<file path="src/rtl/core/sld_pkg.sv">
// ----------------------------------------------------------------------------
// sld_pkg
// Types and constants shared by the shift register LED driver modules.
// ----------------------------------------------------------------------------
package sld_pkg;

   localparam int IDX_W  = 5;
   localparam int POS_W  = 4;
   localparam int MASK_W = 16;
   localparam int ADDR_W = 3;
   localparam int DATA_W = 32;

   // register select, taken from the word address bit
   localparam logic REG_ACTIVE_HIGH = 1'b0;
   localparam logic REG_ACTIVE_LOW  = 1'b1;

   typedef struct packed {
      logic [IDX_W-1:0] output_index;
      logic             led_on;
   } req_type;

   typedef struct packed {
      logic             serial_data;
      logic [POS_W-1:0] bit_position;
      logic             latch_after;
   } rsp_type;

   // controller to datapath
   typedef struct packed {
      logic load;     // accepted in-range request: update shadow, start shift
      logic advance;  // current beat taken
   } cmd_type;

   // datapath to controller
   typedef struct packed {
      logic in_range; // request on the input names a real output
      logic last;     // current beat is the final bit of the chain
   } status_type;

endpackage

</file>
<file path="src/rtl/core/shift_register_led_driver.sv">
// ----------------------------------------------------------------------------
// shift_register_led_driver
// Sets one LED of a chained serial-in shift register, then shifts the whole
// output shadow out one bit per beat, highest output first, flagging the
// beat after which the latch strobe is due.
//
//   channel | direction | handshake        | payload
//   req     | in        | req_valid/stall  | req_type (output_index, led_on)
//   rsp     | out       | rsp_valid/stall  | rsp_type (serial_data, position,
//           |           |                  |           latch_after)
//   csr     | in/out    | psel/penable     | active_high_mask, active_low_mask
//
// An in-range request yields CHAIN_BITS beats, a figure set by the bit counter
// of the datapath. The next request is accepted in the cycle the final beat
// leaves. An out-of-range request is accepted and gives no beat. Reset clears
// masks, shadow and control. A stalled beat holds until taken.
// ----------------------------------------------------------------------------
module shift_register_led_driver
   import sld_pkg::*;
#(
   parameter int CHAIN_BITS = 16
) (
   input  logic              clock,
   input  logic              reset,
   input  logic              req_valid,
   output logic              req_stall,
   input  req_type           req_data,
   output logic              rsp_valid,
   input  logic              rsp_stall,
   output rsp_type           rsp_data,
   input  logic              psel,
   input  logic              penable,
   input  logic              pwrite,
   input  logic [ADDR_W-1:0] paddr,
   input  logic [DATA_W-1:0] pwdata,
   output logic [DATA_W-1:0] prdata,
   output logic              pready
);

   cmd_type    cmd;
   status_type status;

   assign pready = 1'b1;

   sld_ctrl u_ctrl (
      .clock     (clock),
      .reset     (reset),
      .req_valid (req_valid),
      .req_stall (req_stall),
      .rsp_valid (rsp_valid),
      .rsp_stall (rsp_stall),
      .status    (status),
      .cmd       (cmd)
   );

   sld_dp #(
      .CHAIN_BITS (CHAIN_BITS)
   ) u_dp (
      .clock    (clock),
      .reset    (reset),
      .psel     (psel),
      .penable  (penable),
      .pwrite   (pwrite),
      .paddr    (paddr),
      .pwdata   (pwdata),
      .prdata   (prdata),
      .req_data (req_data),
      .rsp_data (rsp_data),
      .cmd      (cmd),
      .status   (status)
   );

endmodule

</file>
<file path="src/rtl/core/sld_ctrl.sv">
// ----------------------------------------------------------------------------
// sld_ctrl
// Controller: accepts requests and sequences the shift beats.
// ----------------------------------------------------------------------------
module sld_ctrl
   import sld_pkg::*;
(
   input  logic       clock,
   input  logic       reset,
   input  logic       req_valid,
   output logic       req_stall,
   output logic       rsp_valid,
   input  logic       rsp_stall,
   input  status_type status,
   output cmd_type    cmd
);

   typedef enum logic {
      ST_IDLE,
      ST_SHIFT
   } state_type;

   state_type state_ff;
   state_type state_in;
   logic      rsp_valid_ff;
   logic      rsp_valid_in;
   logic      accept;

   assign rsp_valid = rsp_valid_ff;

   // take a new request when idle or as the final beat leaves
   assign req_stall   = !((state_ff == ST_IDLE) ||
                          (state_ff == ST_SHIFT && status.last && !rsp_stall));
   assign accept      = req_valid && !req_stall;
   assign cmd.load    = accept && status.in_range;
   assign cmd.advance = (state_ff == ST_SHIFT) && !rsp_stall;

   always_comb begin
      state_in = state_ff;
      unique case (state_ff)
         ST_IDLE: begin
            if (cmd.load) state_in = ST_SHIFT;
         end
         ST_SHIFT: begin
            if (cmd.advance && status.last) state_in = cmd.load ? ST_SHIFT : ST_IDLE;
         end
         default: state_in = ST_IDLE;
      endcase
      rsp_valid_in = (state_in == ST_SHIFT);
   end

   always_ff @(posedge clock) begin
      if (reset) begin
         state_ff     <= ST_IDLE;
         rsp_valid_ff <= 1'b0;
      end else begin
         state_ff     <= state_in;
         rsp_valid_ff <= rsp_valid_in;
      end
   end

endmodule

</file>
<file path="src/rtl/core/sld_dp.sv">
// ----------------------------------------------------------------------------
// sld_dp
// Datapath: polarity masks, output shadow, shift copy and bit counter.
// ----------------------------------------------------------------------------
module sld_dp
   import sld_pkg::*;
#(
   parameter int CHAIN_BITS = 16
) (
   input  logic              clock,
   input  logic              reset,
   input  logic              psel,
   input  logic              penable,
   input  logic              pwrite,
   input  logic [ADDR_W-1:0] paddr,
   input  logic [DATA_W-1:0] pwdata,
   output logic [DATA_W-1:0] prdata,
   input  req_type           req_data,
   output rsp_type           rsp_data,
   input  cmd_type           cmd,
   output status_type        status
);

   localparam int CNT_W = $clog2(CHAIN_BITS);

   logic [MASK_W-1:0]     high_mask_ff;
   logic [MASK_W-1:0]     low_mask_ff;
   logic [CHAIN_BITS-1:0] shadow_ff;
   logic [CHAIN_BITS-1:0] shadow_in;
   logic [CHAIN_BITS-1:0] shift_ff;
   logic [CHAIN_BITS-1:0] shift_in;
   logic [CNT_W-1:0]      cnt_ff;
   logic [CNT_W-1:0]      cnt_in;
   logic                  is_high;
   logic                  is_low;
   logic                  level;
   logic                  wr_en;

   assign wr_en = psel && penable && pwrite;

   always_ff @(posedge clock) begin
      if (reset) begin
         high_mask_ff <= '0;
         low_mask_ff  <= '0;
      end else if (wr_en) begin
         unique case (paddr[2])
            REG_ACTIVE_HIGH: high_mask_ff <= pwdata[MASK_W-1:0];
            REG_ACTIVE_LOW:  low_mask_ff  <= pwdata[MASK_W-1:0];
            default: ;
         endcase
      end
   end

   always_comb begin
      unique case (paddr[2])
         REG_ACTIVE_HIGH: prdata = DATA_W'(high_mask_ff);
         REG_ACTIVE_LOW:  prdata = DATA_W'(low_mask_ff);
         default:         prdata = '0;
      endcase
   end

   // outputs 16 and up have no polarity bits and always get level 0
   assign is_high = !req_data.output_index[IDX_W-1] &&
                    high_mask_ff[req_data.output_index[IDX_W-2:0]];
   assign is_low  = !req_data.output_index[IDX_W-1] &&
                    low_mask_ff[req_data.output_index[IDX_W-2:0]];
   assign level   = is_high ? req_data.led_on : (is_low ? !req_data.led_on : 1'b0);

   assign status.in_range = (32'(req_data.output_index) < CHAIN_BITS);
   assign status.last     = (cnt_ff == '0);

   always_comb begin
      shadow_in = shadow_ff;
      for (int i = 0; i < CHAIN_BITS; i++) begin
         if (32'(req_data.output_index) == i) shadow_in[i] = level;
      end
   end

   always_comb begin
      shift_in = shift_ff;
      cnt_in   = cnt_ff;
      priority if (cmd.load) begin
         shift_in = shadow_in;
         cnt_in   = CNT_W'(CHAIN_BITS - 1);
      end else if (cmd.advance) begin
         shift_in = {shift_ff[CHAIN_BITS-2:0], 1'b0};
         cnt_in   = cnt_ff - 1'b1;
      end
   end

   always_ff @(posedge clock) begin
      if (reset) begin
         shadow_ff <= '0;
         cnt_ff    <= '0;
      end else begin
         if (cmd.load) shadow_ff <= shadow_in;
         cnt_ff <= cnt_in;
      end
   end

   always_ff @(posedge clock) begin
      shift_ff <= shift_in;
   end

   // highest output leaves first; position carries the low bits only
   assign rsp_data.serial_data  = shift_ff[CHAIN_BITS-1];
   assign rsp_data.bit_position = POS_W'(cnt_ff);
   assign rsp_data.latch_after  = status.last;

endmodule
</file>
<file path="config.mk">
export PLATFORM = sky130hd
export DESIGN_NAME = shift_register_led_driver
export DESIGN_NICKNAME = d
export VERILOG_FILES = /design/src/rtl/core/sld_pkg.sv /design/src/rtl/core/shift_register_led_driver.sv /design/src/rtl/core/sld_ctrl.sv /design/src/rtl/core/sld_dp.sv
export SDC_FILE = /design/constraint.sdc
export NUM_CORES = 1
export LEC_CHECK = 0
export BUFFER_PORTS_ARGS = -buffer_cell sky130_fd_sc_hd__buf_2
export CELL_PAD_IN_SITES_DETAIL_PLACEMENT = 1
export CELL_PAD_IN_SITES_GLOBAL_PLACEMENT = 2
export CORE_MARGIN = 5
export CORE_UTILIZATION = 32
export CTS_CLUSTER_DIAMETER = 150
export DETAILED_ROUTE_END_ITERATION = 8
export GPL_TIMING_DRIVEN = 0
export PLACE_DENSITY = 0.86
export SLEW_MARGIN = 20
export SYNTH_ARGS = -nofsm -noshare
export SYNTH_HDL_FRONTEND = slang
export SYNTH_SLANG_ARGS = --single-unit
</file>
<file path="constraint.sdc">
create_clock -name clock -period 3.2 [get_ports clock]
set_input_delay 0.48 -clock clock [delete_from_list [all_inputs] [get_ports clock]]
set_output_delay 0.48 -clock clock [all_outputs]
set_load 0.01 [all_outputs]
</file>
==> metrics.md, run 1 <==
| Metric | Value |
|---|---|
| Number of buffers created by CTS | `9` |
| WP data required | `between 3 and 4 ns` |
| # clock sinks | `69` |
| RSZ-0062 raised after global routing | `false` |
| Cell count after synthesis | `approximately 400` |
| DRC Markers | `0` |
| Synthesized flop and latch total | `just under 70` |
| HPWL Detailed | `about 8000 um` |
| Pwr Density | `about 500 nW/um2` |
| Post-synthesis sequential area ratio | `0.419` |
| Final Cycle Share | `0.869` |
| CTS clk-pin slew, worst paths | `0.06 ns` |
| Die height | `117 um` |
| Commonest non-fill, non-tap cell in the layout | `nand2_1` |
| WL final | `10900 um` |
| Share of layout cells above drive strength 1 | `0.278` |
| Top FF cell, synth | `dfxtp_1` |
| Htree depth | `3` |
| Max-cap violations | `0` |
| Initial antenna violation count | `0` |
| Filler cell count | `approximately 1.4k` |
| Hold_buf cts | `0` |
| CTS max path bufs | `2` |
| Placement Setup Slack | `0.347 ns` |
| Tot GR Track Use | `0.167` |
| Leak Pwr | `about 1.7 nW` |
| Slew margin rel. | `0.319` |
| Yosys cell types | `45` |
| N_diodes | `0` |
| Data arrival, critical path | `about 2.9 ns` |
| Die width | `roughly 120 um` |
| Setup TNS | `0 ns` |
| Status | `finished, final reports clean` |
| Site Rows | `39` |
| Final worst setup slack | `~0.42 ns` |
| First-pass GRT wire length | `about 18000 um` |
| Final hold violation count | `0` |
| Core Region | `about 11000 um2` |
| Setup Viol. Count Final | `0` |
| Layout Nets | `about 530` |
| Via count | `around 3.2k` |
| Min-delay worst type | `input port to register` |
| CP startpoint kind | `register` |
| Synth async-reset ratio | `0` |
| Synth warn | `0` |
| Antenna-violating nets left | `0` |
| Clock Skew | `about 0.0085 ns` |
| CTS resizes | `0` |
| Critical path class | `register to register` |
| Most frequent cells in the layout | `78 x nand2_1, 53 x buf_2, 53 x a21oi_1, 53 x dfxtp_1, 25 x nor2_1` |
| Average cell area after synthesis | `8.99 um2` |
| DR pass1 iterations | `4` |
| CTS tree | `yes` |
| GP Congestion | `0.872` |
| EDFF count, synth | `16` |
| Initial DRC Count | `72` |
| Register Area | `~1500 um2` |
| Vias per cell | `5.08` |
| Worst slew pin tran | `slightly above 1 ns` |
| Gr ovfl total | `0` |
| CP max FO | `10` |
| Die area | `13700 um2` |
| P&R area growth vs syn | `21.1%` |
| Placed cell count | `a little over 600` |
| Vias in the first global route | `3412` |
| FF-to-FF path depth | `8` |
| Starting density of the core | `0.325` |
| Port Buf Inserts | `a little under 50` |
| Critical Path Sink Type | `register` |
| Fmax | `roughly 0.36 GHz` |
| Wire per inst | `roughly 17 um` |
| Post-Synthesis Cell Area | `3680 um2` |
| Insertion delay to the later sink of the worst-skew pair | `0.33 ns` |
| Final std cells w/o fill | `approximately 630` |
| Setup bufs post-CTS | `0` |
| Hold depth | `3` |
| Pin count of the biggest net entering global routing | `17` |
| Multi-input combinational cell area | `between 1500 and 2000 um2` |
| Minimum clock period after layout | `around 2.8 ns` |
| Top Ports | `89` |
| Pins Over Slew Limit | `0` |
| VDD IR max | `~210 uV` |
| Root Buffer | `clkbuf_16` |
cells in the mapped netlist, types with 7 or more instances:
library cell	n	share of area
clkbuf_1	19	0.019
nor2_1	25	0.026
or3_1	7	0.012
buf_4	18	0.037
a21oi_2	10	0.024
a211oi_2	10	0.034
a21oi_1	53	0.072
o21ai_0	16	0.022
mux2_2	16	0.049
dfxtp_1	53	0.29
nand2_1	78	0.080
edfxtp_1	16	0.13
and3_1	7	0.012
path summary, 6_finish.rpt:
| kind | start | end | slack (ns) |
|---|---|---|---|
| hold reg to reg | u_dp.low_mask_ff[0]$_SDFFE_PP0P_ | u_dp.low_mask_ff[0]$_SDFFE_PP0P_ | 0.47 |
| setup / recovery | u_dp.cnt_ff[0]$_SDFFE_PP0P_ | u_dp.shift_ff[12]$_DFFE_PP_ | 0.42 |
| hold / removal | pwdata[2] | u_dp.high_mask_ff[2]$_SDFFE_PP0P_ | 0.39 |
| setup reg to reg | u_dp.cnt_ff[0]$_SDFFE_PP0P_ | u_dp.shift_ff[12]$_DFFE_PP_ | 0.42 |
layer usage:
metal	up-vias	part of all wire	routed length, um	track usage
met5	-	0	0	0
met4	0	0.015	159	0.0505
met3	14	0.030	323	0.0339
met2	51	0.52	5620	0.290
met1	1577	0.44	4790	0.208
li1	1569	-	-	-
report_power, final:
group | internal [mW] | switching (mW)
combinational | 0.109 | 0.172
sequential | 0.931 | 0.0203
clock | 0.595 | 0.391
total | 1.64 | 0.583
critical path, cell delays in order, from the launching register on:
cell and delay [ns]:
dfxtp_1 0.34, inv_1 0.09, ha_1 0.15, or4b_1 0.49, a21oi_1 0.60, buf_2 0.36
nand3_1 0.14, nor2_1 0.26, a21oi_2 0.09
logic make-up (layout without fill, tap and decap cells):
kind of cell / Yosys count / in the layout / synth area share
flops: 69 / 69 / 0.419
fa+ha+maj: 2 / 2 / 0.00681
compound gates: 106 / 106 / 0.193
buf+inv: 49 / 114 / 0.0759
mux: 27 / 27 / 0.101
xor+xnor: 3 / 3 / 0.00715
simple gates: 151 / 151 / 0.195
other cells: 2 / 17 / 0.00204
through the flow:
stage | utilization | power [mW] | hold WS (ns) | cell area [um2]
3_3_place_gp | 0.367 | 1.24 | 0.455 | 4160
6_report | 0.393 | 2.22 | 0.393 | 4450
3_5_place_dp | 0.367 | 1.25 | 0.467 | 4160
2_1_floorplan | - | 1.15 | 0.441 | 3730
5_1_grt | 0.393 | 2.31 | 0.399 | 4450
4_1_cts | 0.393 | 2.24 | 0.391 | 4450
area by class of cell:
| cell class | count | share of cell area |
|---|---|---|
| Sequential cell | 69 | 0.346 |
| Timing Repair Buffer | 49 | 0.0551 |
| Inverter | 5 | 0.00421 |
| Multi-Input combinational cell | 306 | 0.429 |
| Buffer | 44 | 0.0584 |
| Clock buffer | 12 | 0.0601 |
| Tap cell | 143 | 0.0402 |
| Clock inverter | 4 | 0.00646 |
state kept, by name, indices dropped and copies added, names as in the netlist:
register / count
u_ctrl.state_ff: 1
u_dp.shift_ff: 16
u_dp.low_mask_ff: 16
u_dp.cnt_ff: 4
u_dp.high_mask_ff: 16
u_dp.shadow_ff: 16
Power figures use the tool's default switching activity.
==> inputs of run 2 (changes only) <==
- PLACE_DENSITY: 0.86 -> 0.88
==> run 2 against run 1 <==
Compared with the run above: combinational power barely moved; clock power rose by 6%; design area grew 0.62%; sequential power barely moved; wire length down 2.3%; highest routed layer unchanged.
==> metrics.md, run 2 (same netlist as run 1, synthesis figures left out) <==
| Metric | Value |
|---|---|
| Status | `finished, final reports clean` |
| Vias in the first global route | `approximately 3.4k` |
| Min-delay worst type | `input port to register` |
| Commonest non-fill, non-tap cell in the layout | `nand2_1` |
| Fmax | `0.354 GHz` |
| CP startpoint kind | `register` |
| Max-cap violations | `0` |
| Hold Startpoint | `pwdata[15]` |
| Reg2reg setup slack | `roughly 0.37 ns` |
| Critical Path Sink Type | `register` |
| CTS resizes | `0` |
| P&R area growth vs syn | `21.9%` |
| Core Region | `~11000 um2` |
| Critical path class | `register to register` |
| Root Buffer | `clkbuf_16` |
| Finished Cell Area | `around 4500 um2` |
| Data arrival, critical path | `2.90 ns` |
| Final hold violation count | `0` |
| Die area | `~14000 um2` |
| # clock sinks | `69` |
| Critical path's top delay family | `simple AND/OR/NAND/NOR gates` |
| Starting density of the core | `0.325` |
| Buf/Inv on CP | `2` |
| Setup Viol. Count Final | `0` |
| CTS tree | `yes` |
| Setup TNS | `0 ns` |
| Crit path cell chain | `inv_1 > ha_1 > or4b_1 > a21oi_1 > buf_2 > nand3_1 > nor2_1 > a21oi_2` |
| CTS max path bufs | `2` |
| Cell Area, Placed | `a little over 4000 um2` |
| Setup bufs post-CTS | `0` |
| Via count | `between 3k and 4k` |
| Filler cell count | `1356` |
| Port Buf Inserts | `49` |
| Minimum clock period after layout | `around 2.8 ns` |
| Slew margin rel. | `0.364` |
| DRC Markers | `0` |
| HPWL Detailed | `7870 um` |
| VDD IR max | `between 200 and 300 uV` |
| Critical R2R Launch | `u_dp.cnt_ff[0]$_SDFFE_PP0P_` |
| Leak Pwr | `approximately 1.7 nW` |
| Critical path's slowest cell | `a21oi_1` |
| Pin count of the biggest net entering global routing | `17` |
| N_diodes | `0` |
| DR pass1 iterations | `4` |
| Top Ports | `89` |
| Max incr delay on CP | `slightly below 0.7 ns` |
| Pins Over Slew Limit | `0` |
| Share of layout cells above drive strength 1 | `0.282` |
| Die height | `117 um` |
| Htree depth | `3` |
| Initial antenna violation count | `0` |
| CP max FO | `10` |
| First-pass GRT wire length | `between 15000 and 20000 um` |
| WP data required | `approximately 3.3 ns` |
| Worst Setup SP | `u_dp.cnt_ff[0]$_SDFFE_PP0P_` |
| Die width | `~120 um` |
| Site Rows | `39` |
| Tot GR Track Use | `0.162` |
| Layout Nets | `534` |
| Antenna-violating nets left | `0` |
| Placement Setup Slack | `around 0.36 ns` |
| Initial DRC Count | `just under 100` |
| Pwr Density | `between 500 and 600 nW/um2` |
| Worst slew pin tran | `0.947 ns` |
| Insertion delay to the later sink of the worst-skew pair | `between 0.3 and 0.4 ns` |
| Gr ovfl total | `0` |
| RSZ-0062 raised after global routing | `false` |
| WL final | `roughly 11000 um` |
| CTS clk-pin slew, worst paths | `~0.06 ns` |
| Final std cells w/o fill | `632` |
| GP Congestion | `around 0.84` |
| Vias per cell | `5.09` |
| Final Cycle Share | `0.884` |
| Hold_buf cts | `0` |
| Placed cell count | `between 600 and 700` |
| Clock Skew | `approximately 0.0056 ns` |
| Final worst setup slack | `0.373 ns` |
| Number of buffers created by CTS | `9` |
| Wire per inst | `roughly 17 um` |
| Most frequent cells in the layout | `78 x nand2_1, 53 x buf_2, 53 x a21oi_1, 53 x dfxtp_1, 25 x nor2_1` |
==> run 2: changes by cell type in the layout (fill, tap and decap cells not counted), sizes merged <==
cell    previous run  this run
bufinv             0         1
clkbuf            31        30
==> run 2: per-layer routing <==
layer  vias to the layer above  global-route usage  share of wire
met5                         -                   0              0
met4                         0              0.0550          0.017
met3                        18              0.0303          0.035
met2                        73               0.275           0.50
met1                      1566               0.208           0.45
li1                       1560                   -              -
==> run 2: power by group <==
group | total, mW | leakage [nW] | internal [mW] | switching, mW
clock | 1.05 | 0.161 | 0.671 | 0.384
sequential | 0.951 | 0.581 | 0.931 | 0.0200
combinational | 0.281 | 0.977 | 0.109 | 0.172
==> run 2: final cells by class <==
| cell class | instances | area [um2] | area share |
|---|---|---|---|
| Clock buffer | 11 | 264 | 0.0589 |
| Clock inverter | 5 | 55.1 | 0.0123 |
| Sequential cell | 69 | 1540 | 0.344 |
| Multi-Input combinational cell | 306 | 1920 | 0.428 |
| Timing Repair Buffer | 49 | 245 | 0.0547 |
| Buffer | 44 | 260 | 0.0581 |
| Inverter | 5 | 18.8 | 0.00419 |
| Tap cell | 143 | 179 | 0.0399 |
==> run 2: worst min-delay path, delay by kind of cell <==
| kind | cells | cell delay [ns] |
|---|---|---|
| and+or+nand+nor | 1 | 0.05 |
| buffers and inverters | 1 | 0.10 |
| AOI/OAI and AO/OA | 1 | 0.05 |
==> run 2: final timing paths <==
check | cells past startpoint | to
max | 8 | u_dp.shift_ff[15]$_DFFE_PP_
min | 3 | u_dp.high_mask_ff[15]$_SDFFE_PP0P_
max reg2reg | 8 | u_dp.shift_ff[15]$_DFFE_PP_
min reg2reg | 2 | u_dp.high_mask_ff[11]$_SDFFE_PP0P_
==> run 2: per-stage QoR <==
stage / power [mW] / utilization / hold WS [ns]
final: 2.29 / 0.396 / 0.394
after global routing: 2.38 / 0.396 / 0.400
after CTS: 2.31 / 0.395 / 0.386
after detailed placement: 1.25 / 0.367 / 0.471
after global placement: 1.24 / 0.367 / 0.455
after floorplan: 1.15 / - / 0.441
==> inputs of run 3 (changes only) <==
- PLACE_DENSITY: 0.88 -> unset
- PLACE_DENSITY_LB_ADDON: unset -> 0.1
==> run 3 against run 2 <==
Compared with the run above: first-iteration DRC count down 6.1%; maximum frequency is 0.43% higher; die area is the same; sequential power about the same; register-to-register slack is essentially flat; global-route usage rose by 1.2 points.
==> metrics.md, run 3 (same netlist as run 1, synthesis figures left out) <==
| Metric | Value |
|---|---|
| VDD IR max | `just under 300 uV` |
| Die height | `117 um` |
| Top Ports | `around 90` |
| Minimum clock period after layout | `2.82 ns` |
| Most frequent cells in the layout | `78 x nand2_1, 53 x buf_2, 53 x a21oi_1, 53 x dfxtp_1, 25 x nor2_1` |
| Pins Over Slew Limit | `0` |
| WL final | `11200 um` |
| Gr ovfl total | `0` |
| Data arrival, critical path | `just under 3 ns` |
| Critical path's slowest cell | `a21oi_1` |
| Worst Setup EP | `u_dp.shift_ff[15]$_DFFE_PP_` |
| Htree depth | `3` |
| Pwr Density | `535 nW/um2` |
| Hold_buf cts | `0` |
| Crit path cell chain | `inv_1 > ha_1 > or4b_1 > a21oi_1 > buf_2 > nand3_1 > nor2_1 > a21oi_2` |
| First-pass GRT wire length | `roughly 18000 um` |
| CTS max path bufs | `2` |
| N_diodes | `0` |
| R2R Path End | `u_dp.shift_ff[15]$_DFFE_PP_` |
| Reg2reg setup slack | `between 0.3 and 0.4 ns` |
| Finished Core Util | `0.398` |
| Clk pwr share | `0.488` |
| Status | `finished, final reports clean` |
| Setup bufs post-CTS | `0` |
| Starting density of the core | `0.325` |
| Critical Path Sink Type | `register` |
| Leak Pwr | `~1.7 nW` |
| NetSw | `about 0.59 mW` |
| Commonest non-fill, non-tap cell in the layout | `nand2_1` |
| Critical R2R Launch | `u_dp.cnt_ff[0]$_SDFFE_PP0P_` |
| CP startpoint kind | `register` |
| Slew margin rel. | `0.252` |
| HPWL Detailed | `~8000 um` |
| Gate power share | `0.118` |
| RSZ-0062 raised after global routing | `false` |
| Clock Skew | `between 0.005 and 0.006 ns` |
| Setup TNS | `0 ns` |
| CTS resizes | `0` |
| Vias per cell | `between 4 and 5` |
| Max incr delay on CP | `between 0.6 and 0.7 ns` |
| Die area | `13700 um2` |
| P&R area growth vs syn | `22.6%` |
| Vias in the first global route | `between 3k and 4k` |
| Die width | `117 um` |
| FF-to-FF path depth | `8` |
| Antenna-violating nets left | `0` |
| Pin count of the biggest net entering global routing | `17` |
| Wire per inst | `17.8 um` |
| Tot GR Track Use | `0.174` |
| WP data required | `between 3 and 4 ns` |
| Final Cycle Share | `0.880` |
| Port Buf Inserts | `~50` |
| Critical path class | `register to register` |
| Total Power | `roughly 2.4 mW` |
| Fmax | `between 0.3 and 0.4 GHz` |
| Max-cap violations | `0` |
| Net switching fraction of the power | `0.245` |
| Setup Viol. Count Final | `0` |
| DRC Markers | `0` |
| Number of buffers created by CTS | `9` |
| Root Buffer | `clkbuf_16` |
| # clock sinks | `between 60 and 70` |
| Final hold violation count | `0` |
| Initial DRC Count | `92` |
| CP max FO | `10` |
| Power share of the sequential group | `0.394` |
| CTS clk-pin slew, worst paths | `about 0.060 ns` |
| Core Region | `11300 um2` |
| Initial antenna violation count | `0` |
| Layout Nets | `approximately 530` |
| Int Pwr | `about 1.8 mW` |
| Min-delay worst type | `input port to register` |
| Worst slew pin tran | `1.12 ns` |
| Insertion delay to the later sink of the worst-skew pair | `between 0.3 and 0.4 ns` |
| GP Congestion | `between 0.7 and 0.8` |
| CTS tree | `yes` |
| Worst Setup SP | `u_dp.cnt_ff[0]$_SDFFE_PP0P_` |
| Via count | `about 3.2k` |
| DR pass1 iterations | `4` |
| Share of layout cells above drive strength 1 | `0.278` |
| Site Rows | `39` |
==> run 3: cell count changes in the layout (fill, tap and decap cells not counted), sizes merged <==
cell / previous run / this run
bufinv: 1 / 3
clkbuf: 30 / 29
clkinv: 3 / 2
clkinvlp: 0 / 1
inv: 6 / 5
==> run 3: how the worst min path moves through the flow <==
stage,startpoint,end,slack (ns),cells after the start
6_report,pwdata[11],u_dp.high_mask_ff[11]$_SDFFE_PP0P_,0.39,3
5_1_grt,pwdata[1],u_dp.high_mask_ff[1]$_SDFFE_PP0P_,0.39,3
4_1_cts,pwdata[11],u_dp.high_mask_ff[11]$_SDFFE_PP0P_,0.38,3
3_5_place_dp,u_dp.high_mask_ff[8]$_SDFFE_PP0P_,u_dp.high_mask_ff[8]$_SDFFE_PP0P_,0.46,2
3_3_place_gp,u_dp.high_mask_ff[8]$_SDFFE_PP0P_,u_dp.high_mask_ff[8]$_SDFFE_PP0P_,0.46,2
2_1_floorplan,u_dp.low_mask_ff[0]$_SDFFE_PP0P_,u_dp.low_mask_ff[0]$_SDFFE_PP0P_,0.44,2
==> run 3: power groups by stage <==
stage          sequential [mW]  combinational (mW)  clock [mW]
2_1_floorplan            0.965               0.190           0
3_3_place_gp             0.968               0.284           0
3_5_place_dp             0.969               0.287           0
4_1_cts                  0.950               0.288        1.20
5_1_grt                  0.955               0.318        1.24
6_report                 0.950               0.285        1.18
==> run 3: routing by layer <==
| metal | part of all wire | wire length (um) | track usage |
|---|---|---|---|
| met1 | 0.48 | 5360 | 0.237 |
| met2 | 0.46 | 5200 | 0.276 |
| met3 | 0.043 | 478 | 0.0350 |
| met4 | 0.017 | 186 | 0.0604 |
| met5 | 0 | 0 | 0 |
==> run 3: per-stage QoR <==
| step | cells | worst slack (ns) | hold WS (ns) | instance area, um2 |
|---|---|---|---|---|
| final | 632 | 0.385 | 0.391 | 4510 |
| after CTS | 632 | 0.371 | 0.383 | 4510 |
| after global placement | 616 | 0.235 | 0.458 | 4160 |
| after floorplan | 424 | 0.757 | 0.441 | 3730 |
| after detailed placement | 616 | 0.222 | 0.463 | 4160 |
| after global routing | 632 | 0.141 | 0.389 | 4510 |
==> run 3: final cells by class <==
class                           instances  area, um2
Buffer                                 44        260
Clock buffer                           10        239
Clock inverter                          6        110
Fill cell                            1384       6820
Inverter                                5       18.8
Multi-Input combinational cell        306       1910
Sequential cell                        69       1540
Tap cell                              143        179
Timing Repair Buffer                   49        245
==> run 3: critical path, delay by kind of cell, from the launching register on <==
| family | cells | cell delay [ns] |
|---|---|---|
| buffers and inverters | 2 | 0.45 |
| AOI/OAI and AO/OA | 2 | 0.74 |
| and+or+nand+nor | 3 | 0.86 |
| DFF | 1 | 0.34 |
| adders and majority gates | 1 | 0.16 |
